$ cat src/design/mfrs_pkg.sv
// Package for the media fragment run summarizer.
// Holds the field widths, the sample, queue entry and summary types, and the queue depth default.
// No dependencies; every other file of the block imports it.
`timescale 1ns / 1ps
`default_nettype none

package mfrs_pkg;

    localparam int SIZE_BITS  = 32;
    localparam int DUR_BITS   = 32;
    localparam int TIME_BITS  = 48;
    localparam int COUNT_BITS = 16;

    // Default depth of the queue between the front and the back.
    localparam int QUEUE_DEPTH_DEFAULT = 2;

    typedef logic [SIZE_BITS-1:0]  size_t;
    typedef logic [DUR_BITS-1:0]   dur_t;
    typedef logic [TIME_BITS-1:0]  time_t;
    typedef logic [COUNT_BITS-1:0] count_t;

    localparam count_t COUNT_MAX = '1;
    localparam time_t  TIME_ALL_ONES = '1;

    typedef struct packed {
        size_t sample_size;
        dur_t  sample_duration;
        logic  key_frame;
        time_t present_time;
        time_t decode_stamp;
        logic  ends_fragment;
    } mfrs_sample_t;

    // A classified sample as it waits in the queue: the two stamps are
    // already compared, so only the presentation time travels on.
    typedef struct packed {
        size_t sample_size;
        dur_t  sample_duration;
        logic  key_frame;
        time_t present_time;
        logic  has_offset;
        logic  ends_fragment;
    } mfrs_entry_t;

    typedef struct packed {
        count_t count_of_samples;
        time_t  total_duration;
        time_t  base_decode_time;
        time_t  earliest_present;
        logic   sap_found;
        time_t  sap_delta;
        logic   opens_on_key;
        dur_t   common_duration;
        logic   sizes_uniform;
        size_t  common_size;
        logic   flags_uniform;
        logic   offsets_present;
    } mfrs_summary_t;

endpackage

`default_nettype wire

$ cat src/design/mfrs_if.sv
// Handshake interfaces of the media fragment run summarizer.
// One interface carries samples, the other fragment summaries; both use mfrs_pkg.
`timescale 1ns / 1ps
`default_nettype none

interface mfrs_sample_if;
    import mfrs_pkg::*;

    logic         valid;
    logic         ready;
    mfrs_sample_t payload;

    modport source (output valid, output payload, input ready);
    modport sink   (input valid, input payload, output ready);
endinterface

interface mfrs_summary_if;
    import mfrs_pkg::*;

    logic          valid;
    logic          ready;
    mfrs_summary_t payload;

    modport source (output valid, output payload, input ready);
    modport sink   (input valid, input payload, output ready);
endinterface

`default_nettype wire

$ cat src/design/mfrs_front.sv
// Front of the summarizer: accepts samples, compares the two stamps and
// queues the classified samples for the back. Depends on mfrs_pkg and mfrs_if.
`timescale 1ns / 1ps
`default_nettype none

module mfrs_front #(
    parameter int QUEUE_DEPTH = mfrs_pkg::QUEUE_DEPTH_DEFAULT
) (
    input  wire                  clk,
    input  wire                  rst_n,
    mfrs_sample_if.sink          samples,
    output logic                 head_valid,
    output mfrs_pkg::mfrs_entry_t head_entry,
    input  wire                  head_pop
);
    import mfrs_pkg::*;

    localparam int PTR_W = (QUEUE_DEPTH > 1) ? $clog2(QUEUE_DEPTH) : 1;
    localparam int CNT_W = $clog2(QUEUE_DEPTH + 1);
    localparam logic [PTR_W-1:0] LAST_PTR = PTR_W'(QUEUE_DEPTH - 1);
    localparam logic [CNT_W-1:0] FULL_CNT = CNT_W'(QUEUE_DEPTH);

    mfrs_entry_t        queue_mem [QUEUE_DEPTH];
    logic [PTR_W-1:0]   wr_ptr_reg, wr_ptr_next;
    logic [PTR_W-1:0]   rd_ptr_reg, rd_ptr_next;
    logic [CNT_W-1:0]   fill_reg, fill_next;
    mfrs_entry_t        classified;
    logic               push;
    logic               pop;

    always_comb
    begin
        classified.sample_size     = samples.payload.sample_size;
        classified.sample_duration = samples.payload.sample_duration;
        classified.key_frame       = samples.payload.key_frame;
        classified.present_time    = samples.payload.present_time;
        classified.has_offset      = samples.payload.present_time
                                     != samples.payload.decode_stamp;
        classified.ends_fragment   = samples.payload.ends_fragment;
    end

    assign samples.ready = (fill_reg != FULL_CNT);
    assign push          = samples.valid && samples.ready;
    assign head_valid    = (fill_reg != '0);
    assign pop           = head_pop && head_valid;
    assign head_entry    = queue_mem[rd_ptr_reg];

    always_comb
    begin
        wr_ptr_next = wr_ptr_reg;
        rd_ptr_next = rd_ptr_reg;
        fill_next   = fill_reg;
        if (push)
        begin
            wr_ptr_next = (wr_ptr_reg == LAST_PTR) ? '0 : wr_ptr_reg + 1'b1;
        end
        if (pop)
        begin
            rd_ptr_next = (rd_ptr_reg == LAST_PTR) ? '0 : rd_ptr_reg + 1'b1;
        end
        if (push && !pop)
        begin
            fill_next = fill_reg + 1'b1;
        end
        else if (pop && !push)
        begin
            fill_next = fill_reg - 1'b1;
        end
    end

    always_ff @(posedge clk or negedge rst_n)
    begin
        if (!rst_n)
        begin
            wr_ptr_reg <= '0;
            rd_ptr_reg <= '0;
            fill_reg   <= '0;
        end
        else
        begin
            wr_ptr_reg <= wr_ptr_next;
            rd_ptr_reg <= rd_ptr_next;
            fill_reg   <= fill_next;
        end
    end

    always_ff @(posedge clk)
    begin
        if (push)
        begin
            queue_mem[wr_ptr_reg] <= classified;
        end
    end

endmodule

`default_nettype wire

$ cat src/design/mfrs_back.sv
// Back of the summarizer: folds queued samples into the fragment statistics
// and holds the finished summary in an output register. Depends on mfrs_pkg and mfrs_if.
`timescale 1ns / 1ps
`default_nettype none

module mfrs_back (
    input  wire                   clk,
    input  wire                   rst_n,
    input  wire                   head_valid,
    input  mfrs_pkg::mfrs_entry_t head_entry,
    output logic                  head_pop,
    mfrs_summary_if.source        summaries
);
    import mfrs_pkg::*;

    time_t  base_reg;
    time_t  sum_reg, sum_next;
    count_t count_reg, count_next;
    time_t  min_reg, min_next;
    time_t  sap_time_reg, sap_time_next;
    logic   sap_seen_reg, sap_seen_next;
    dur_t   first_dur_reg, first_dur_next;
    logic   dur_same_reg, dur_same_next;
    size_t  first_size_reg, first_size_next;
    logic   size_same_reg, size_same_next;
    logic   first_key_reg, first_key_next;
    logic   key_same_reg, key_same_next;
    logic   offset_reg, offset_next;

    logic          out_valid_reg;
    mfrs_summary_t out_reg;
    mfrs_summary_t summary;

    logic  first_sample;
    logic  below_min;
    time_t delta_vs_old;
    time_t delta_vs_new;
    logic  closing;

    // A closing sample needs a free output slot; other samples always drain.
    assign head_pop = head_valid
                      && (!head_entry.ends_fragment || !out_valid_reg || summaries.ready);
    assign closing  = head_pop && head_entry.ends_fragment;

    always_comb
    begin
        first_sample = (count_reg == '0);

        first_dur_next  = first_sample ? head_entry.sample_duration : first_dur_reg;
        first_size_next = first_sample ? head_entry.sample_size : first_size_reg;
        first_key_next  = first_sample ? head_entry.key_frame : first_key_reg;

        dur_same_next  = dur_same_reg
                         && (first_sample || head_entry.sample_duration == first_dur_reg);
        size_same_next = size_same_reg
                         && (first_sample || head_entry.sample_size == first_size_reg);
        key_same_next  = key_same_reg
                         && (first_sample || head_entry.key_frame == first_key_reg);

        count_next = (count_reg != COUNT_MAX) ? count_reg + 1'b1 : count_reg;
        sum_next   = sum_reg + TIME_BITS'(head_entry.sample_duration);

        below_min = head_entry.present_time < min_reg;
        min_next  = below_min ? head_entry.present_time : min_reg;

        sap_seen_next = sap_seen_reg || head_entry.key_frame;
        sap_time_next = (head_entry.key_frame && !sap_seen_reg)
                        ? head_entry.present_time : sap_time_reg;
        offset_next   = offset_reg || head_entry.has_offset;

        // Both differences are formed in parallel with the minimum compare.
        delta_vs_old = sap_time_next - min_reg;
        delta_vs_new = sap_time_next - head_entry.present_time;

        summary.count_of_samples = count_next;
        summary.total_duration   = sum_next;
        summary.base_decode_time = base_reg;
        summary.earliest_present = min_next;
        summary.sap_found        = sap_seen_next;
        summary.sap_delta        = !sap_seen_next ? '0
                                   : (below_min ? delta_vs_new : delta_vs_old);
        summary.opens_on_key     = first_key_next;
        summary.common_duration  = dur_same_next ? first_dur_next : '0;
        summary.sizes_uniform    = size_same_next;
        summary.common_size      = first_size_next;
        summary.flags_uniform    = key_same_next;
        summary.offsets_present  = offset_next;
    end

    always_ff @(posedge clk or negedge rst_n)
    begin
        if (!rst_n)
        begin
            base_reg       <= '0;
            sum_reg        <= '0;
            count_reg      <= '0;
            min_reg        <= TIME_ALL_ONES;
            sap_time_reg   <= '0;
            sap_seen_reg   <= 1'b0;
            first_dur_reg  <= '0;
            dur_same_reg   <= 1'b1;
            first_size_reg <= '0;
            size_same_reg  <= 1'b1;
            first_key_reg  <= 1'b0;
            key_same_reg   <= 1'b1;
            offset_reg     <= 1'b0;
        end
        else if (closing)
        begin
            base_reg       <= base_reg + sum_reg + TIME_BITS'(head_entry.sample_duration);
            sum_reg        <= '0;
            count_reg      <= '0;
            min_reg        <= TIME_ALL_ONES;
            sap_time_reg   <= '0;
            sap_seen_reg   <= 1'b0;
            first_dur_reg  <= '0;
            dur_same_reg   <= 1'b1;
            first_size_reg <= '0;
            size_same_reg  <= 1'b1;
            first_key_reg  <= 1'b0;
            key_same_reg   <= 1'b1;
            offset_reg     <= 1'b0;
        end
        else if (head_pop)
        begin
            sum_reg        <= sum_next;
            count_reg      <= count_next;
            min_reg        <= min_next;
            sap_time_reg   <= sap_time_next;
            sap_seen_reg   <= sap_seen_next;
            first_dur_reg  <= first_dur_next;
            dur_same_reg   <= dur_same_next;
            first_size_reg <= first_size_next;
            size_same_reg  <= size_same_next;
            first_key_reg  <= first_key_next;
            key_same_reg   <= key_same_next;
            offset_reg     <= offset_next;
        end
    end

    always_ff @(posedge clk or negedge rst_n)
    begin
        if (!rst_n)
        begin
            out_valid_reg <= 1'b0;
        end
        else if (closing)
        begin
            out_valid_reg <= 1'b1;
        end
        else if (summaries.ready)
        begin
            out_valid_reg <= 1'b0;
        end
    end

    always_ff @(posedge clk)
    begin
        if (closing)
        begin
            out_reg <= summary;
        end
    end

    assign summaries.valid   = out_valid_reg;
    assign summaries.payload = out_reg;

endmodule

`default_nettype wire

$ cat src/design/media_fragment_run_summarizer_top.sv
// Top level of the media fragment run summarizer.
// Joins the front (accept, classify, queue) and the back (statistics, output register).
// Depends on mfrs_pkg, mfrs_if, mfrs_front and mfrs_back.
`timescale 1ns / 1ps
`default_nettype none

// The block takes one media sample per transfer on the samples channel and
// produces one fragment summary per transfer on the summaries channel, one
// for each sample that carries the end-of-fragment mark. Samples without
// that mark produce nothing visible; they only update the running statistics.
// Both channels transfer when valid and ready are high at a rising clock edge.
//
// Throughput is one sample per clock cycle, sustained while no closing sample waits for
// a free output register. The front compares the presentation and decode stamps and
// writes the sample into a queue of QUEUE_DEPTH entries; the back drains one entry per
// cycle under the same condition and updates the accumulators, which sets the rate.
// A closing sample is first written into the queue; the back then folds it in and
// registers its summary in the output register, which drives summaries.valid.
//
// When the receiver stalls, the finished summary waits in the output register.
// The back keeps folding in samples of the next fragment meanwhile and only
// holds when a second closing sample arrives while the first summary is still
// untaken; the queue then fills and samples.ready drops.
//
// Reset empties the queue and clears the output valid flag and all statistics; the base
// decode time starts at zero and the earliest presentation time at all ones.
module media_fragment_run_summarizer_top #(
    parameter int QUEUE_DEPTH = mfrs_pkg::QUEUE_DEPTH_DEFAULT
) (
    input  wire             clk,
    input  wire             rst_n,
    mfrs_sample_if.sink     samples,
    mfrs_summary_if.source  summaries
);
    import mfrs_pkg::*;

    logic        head_valid;
    mfrs_entry_t head_entry;
    logic        head_pop;

    mfrs_front #(
        .QUEUE_DEPTH (QUEUE_DEPTH)
    ) u_front (
        .clk        (clk),
        .rst_n      (rst_n),
        .samples    (samples),
        .head_valid (head_valid),
        .head_entry (head_entry),
        .head_pop   (head_pop)
    );

    mfrs_back u_back (
        .clk        (clk),
        .rst_n      (rst_n),
        .head_valid (head_valid),
        .head_entry (head_entry),
        .head_pop   (head_pop),
        .summaries  (summaries)
    );

endmodule

`default_nettype wire

$ cat src/flat_wrapper.sv
// flat-port wrapper written by rule: the top's interface ports become plain ports
module media_fragment_run_summarizer_top_flat import mfrs_pkg::*;
#(
    parameter int QUEUE_DEPTH = mfrs_pkg::QUEUE_DEPTH_DEFAULT
)
  (clk, rst_n, samples_valid, samples_payload, samples_ready, summaries_valid, summaries_payload, summaries_ready);
  mfrs_sample_if samples_i ();
  mfrs_summary_if summaries_i ();
  input  wire clk;
  input  wire rst_n;
  input wire logic [$bits(samples_i.valid)-1:0] samples_valid;
  input wire logic [$bits(samples_i.payload)-1:0] samples_payload;
  output wire logic [$bits(samples_i.ready)-1:0] samples_ready;
  output wire logic [$bits(summaries_i.valid)-1:0] summaries_valid;
  output wire logic [$bits(summaries_i.payload)-1:0] summaries_payload;
  input wire logic [$bits(summaries_i.ready)-1:0] summaries_ready;
  assign samples_i.valid = samples_valid;
  assign samples_i.payload = samples_payload;
  assign samples_ready = samples_i.ready;
  assign summaries_valid = summaries_i.valid;
  assign summaries_payload = summaries_i.payload;
  assign summaries_i.ready = summaries_ready;
  media_fragment_run_summarizer_top #(.QUEUE_DEPTH(QUEUE_DEPTH)) u_core (.clk(clk), .rst_n(rst_n), .samples(samples_i), .summaries(summaries_i));
endmodule
$ cat config.mk
export PLATFORM = sky130hd
export DESIGN_NAME = media_fragment_run_summarizer_top_flat
export DESIGN_NICKNAME = d
export VERILOG_FILES = /design/src/design/mfrs_pkg.sv /design/src/design/mfrs_if.sv /design/src/design/mfrs_front.sv /design/src/design/mfrs_back.sv /design/src/design/media_fragment_run_summarizer_top.sv /design/src/flat_wrapper.sv
export SDC_FILE = /design/constraint.sdc
export NUM_CORES = 1
export LEC_CHECK = 0
export BUFFER_PORTS_ARGS = -buffer_cell sky130_fd_sc_hd__buf_2
export CELL_PAD_IN_SITES_DETAIL_PLACEMENT = 1
export CELL_PAD_IN_SITES_GLOBAL_PLACEMENT = 2
export CORE_MARGIN = 2
export CORE_UTILIZATION = 25
export DETAILED_ROUTE_END_ITERATION = 16
export GPL_ROUTABILITY_DRIVEN = 0
export PLACE_DENSITY = 0.62
export SKIP_CTS_REPAIR_TIMING = 1
export SYNTH_ARGS = -nofsm -noshare
export SYNTH_HDL_FRONTEND = slang
export SYNTH_SLANG_ARGS = --single-unit
$ cat constraint.sdc
create_clock -name clk -period 28.7 [get_ports clk]
set_input_delay 2.87 -clock clk [delete_from_list [all_inputs] [get_ports clk]]
set_output_delay 2.87 -clock clk [all_outputs]
set_load 0.02 [all_outputs]
==> impl_results.md <==
- Status: finished, final reports clean
- Worst skew pair latency: 0.71 ns
- Max Freq: 116 MHz
- Leading cell type in the layout, fill and taps excluded: edfxtp_1
- Max reg flops: 277
- Hold WC Path Type: flop to flop
- R2r endpoint: u_core.u_back.summaries.payload[115]$_SDFFCE_PP0P_
- Crit Path Category: flop to flop
- Final Util: 0.301
- Seq/Total Area, Yosys: 0.556
- Antenna violations before repair: 20
- Top routing layer used: met5
- Layout cells sized above 1: 0.189
- Async SR Flop Fraction: 0.358
- Top FF cell, synth: edfxtp_1
- Port buffer count: 444
- Core ar.: 0.160 mm²
- Clock tree sinks: 790
- Nets: 4334
- Initial drt markers: 1519
- Most frequent cells in the layout: edfxtp_1 (507), buf_2 (443), nand2_1 (347)
- Critical Path End Type: flop
- Cell count after synthesis: 3538
- Congestion Overflow GR: 0
- R2r setup slk: 20.05 ns
- CTS tree: built
- Final HPWL DP: 102 mm
- Crit start category: flop
- Fin area: 0.0483 mm²
- CP required: 29.28 ns
- Root Driver: clkbuf_16
- Met3 Wirelength: 5.74 mm
- Clk_skew: 0.0362 ns
- Worst-path clk slew: 0.06 ns
- Worst slew margin: 0.130
- Worst reg2reg path depth: 23
- Crit path capture: u_core.u_back.summaries.payload[115]$_SDFFCE_PP0P_
- Global-route wire length before repair: 209 mm
- Post-route DRC: 0
- Cell Rows: 147
- Critical Path AT: 9.23 ns
- Routed wire per std cell: 22.7 µm
- Number of global-route vias before repair: 30100
- Max FO, Critical Path: 59
- Detailed Routing Iterations Pass 1: 5
- Total CTS buffers: 96
- Antenna Nets Post-Route: 0
- Dpl ws: 20.07 ns
- Pin count of the biggest net entering global routing: 188
- Fin. Hold Viols: 0
- H-tree depth: 3
- Crit. Startpoint: u_core.u_front.rd_ptr_reg$_DFFE_PN0P_
- GR Util All Layers: 0.171
- Sum Neg Setup Slack: 0 ns
- Ys Warns: 0
- Post-synthesis cell area: 0.0402 mm²
- Die width: 405 µm
- Setup slack after layout: 20.05 ns
- I/O pins: 445
- Slew @ Worst Pin: 1.29 ns
- Mean post-synth cell area: 11.4 µm²
- Initial Util: 0.251
- P&R area growth vs syn: 20.0%
- Met2 Routed Length: 63.2 mm
- Post-synthesis net count: 3902
- Area post-placement: 0.0450 mm²
- RSZ-0062 raised after global routing: no
- Reg2Reg Launch Point: u_core.u_front.rd_ptr_reg$_DFFE_PN0P_
- M1 wire length: 69.9 mm
- Fill count: 17700
- Fin crit share: 0.301
- Fin. max-slew vios: 0
- Finish-stage setup viols: 0
- Via count: 28900
- Die height: 405 µm
- Total Wirelength: 141 mm
- Die area: 0.164 mm²
- Crit path time final: 8.65 ns
- DR vias/cell: 4.65
- Synth unique cells: 93
- Max cap viols: 0
- Clock buffer depth: 3
- Number of synthesized flops with an enable pin: 507
- Synth Register Bits: 790
-- stage by stage --
stage / cells / hold slack (ns)
floorplan: 3538 / 0.437
global placement: 6032 / 0.461
detailed placement: 6032 / 0.463
CTS: 6211 / 0.471
global route: 6213 / 0.490
finish: 6220 / 0.462
-- critical path: stages, from the launching register on --
cell,delay [ns]
dfrtp_4,0.75
buf_4,0.84
mux2i_1,0.38
inv_1,0.08
ha_1,0.33
nand4_1,0.21
nor4_4,0.57
nand4_1,0.22
o22a_1,0.55
nand3_4,0.26
buf_4,0.64
nor2_1,0.11
a21oi_1,0.36
ha_1,0.30
nand2_1,0.12
or4b_1,0.53
o211a_1,0.32
o211ai_2,0.36
a31oi_1,0.27
o2111ai_2,0.37
a211o_4,0.24
a211oi_2,0.09
or4_1,0.47
nand3_1,0.08
-- synthesized netlist by cell type, drive strengths merged (29+ instances only) --
master | instances | area [µm²]
nand3 | 86 | 443
o21ai | 317 | 1590
xnor2 | 219 | 1920
fa | 35 | 701
mux2i | 125 | 1260
ha | 163 | 2040
nor3 | 34 | 181
a22o | 63 | 552
nor2 | 223 | 837
buf | 35 | 170
a21oi | 158 | 791
nand4 | 45 | 288
xor2 | 56 | 490
nor4 | 40 | 308
clkbuf | 115 | 432
edfxtp | 507 | 15200
a31oi | 37 | 238
a21o | 67 | 503
dfrtp | 232 | 5810
and3 | 29 | 181
a211oi | 43 | 328
nand2 | 349 | 1310
inv | 200 | 751
dfstp | 51 | 1340
-- layer usage --
layer / up-vias / GRT usage
met2: 524 / 0.267
li1: 13700 / -
met1: 14500 / 0.247
met3: 141 / 0.0263
met4: 8 / 0.0397
met5: - / 0
-- layout make-up --
| cell class | count | area [µm²] | share of cell area |
|---|---|---|---|
| Sequential cell | 790 | 22400 | 0.464 |
| Inverter | 201 | 764 | 0.0158 |
| Clock buffer | 118 | 2550 | 0.0528 |
| Clock inverter | 61 | 716 | 0.0148 |
| Antenna cell | 9 | 22.5 | 0.000467 |
| Multi-Input combinational cell | 2397 | 16600 | 0.343 |
| Tap cell | 2160 | 2700 | 0.0560 |
| Timing Repair Buffer | 484 | 2560 | 0.0530 |
-- cells by family after synthesis --
kind of cell | after synthesis | share of synthesized area
and+or+nand+nor | 913 | 0.106
AOI/OAI and AO/OA | 852 | 0.135
DFF | 790 | 0.556
buffers and inverters | 351 | 0.0337
xor gates and xnor gates | 275 | 0.0599
adders and majority gates | 209 | 0.0709
muxes | 148 | 0.0377
-- how the worst min path moves through the flow --
stage                                                       from  cells past startpoint  slack [ns]                                     end
after global routing      u_core.u_back.base_reg[47]$_DFFE_PN0P_                      1        0.49  u_core.u_back.base_reg[47]$_DFFE_PN0P_
after CTS                 u_core.u_back.base_reg[47]$_DFFE_PN0P_                      1        0.47  u_core.u_back.base_reg[47]$_DFFE_PN0P_
after floorplan           u_core.u_back.base_reg[47]$_DFFE_PN0P_                      1        0.44  u_core.u_back.base_reg[47]$_DFFE_PN0P_
after detailed placement  u_core.u_back.base_reg[47]$_DFFE_PN0P_                      1        0.46  u_core.u_back.base_reg[47]$_DFFE_PN0P_
after global placement    u_core.u_back.base_reg[47]$_DFFE_PN0P_                      1        0.46  u_core.u_back.base_reg[47]$_DFFE_PN0P_
final                     u_core.u_back.base_reg[47]$_DFFE_PN0P_                      1        0.46  u_core.u_back.base_reg[47]$_DFFE_PN0P_
Power is not shown: default switching activity piles up to over one toggle a cycle in this logic, so the estimate is an artifact.
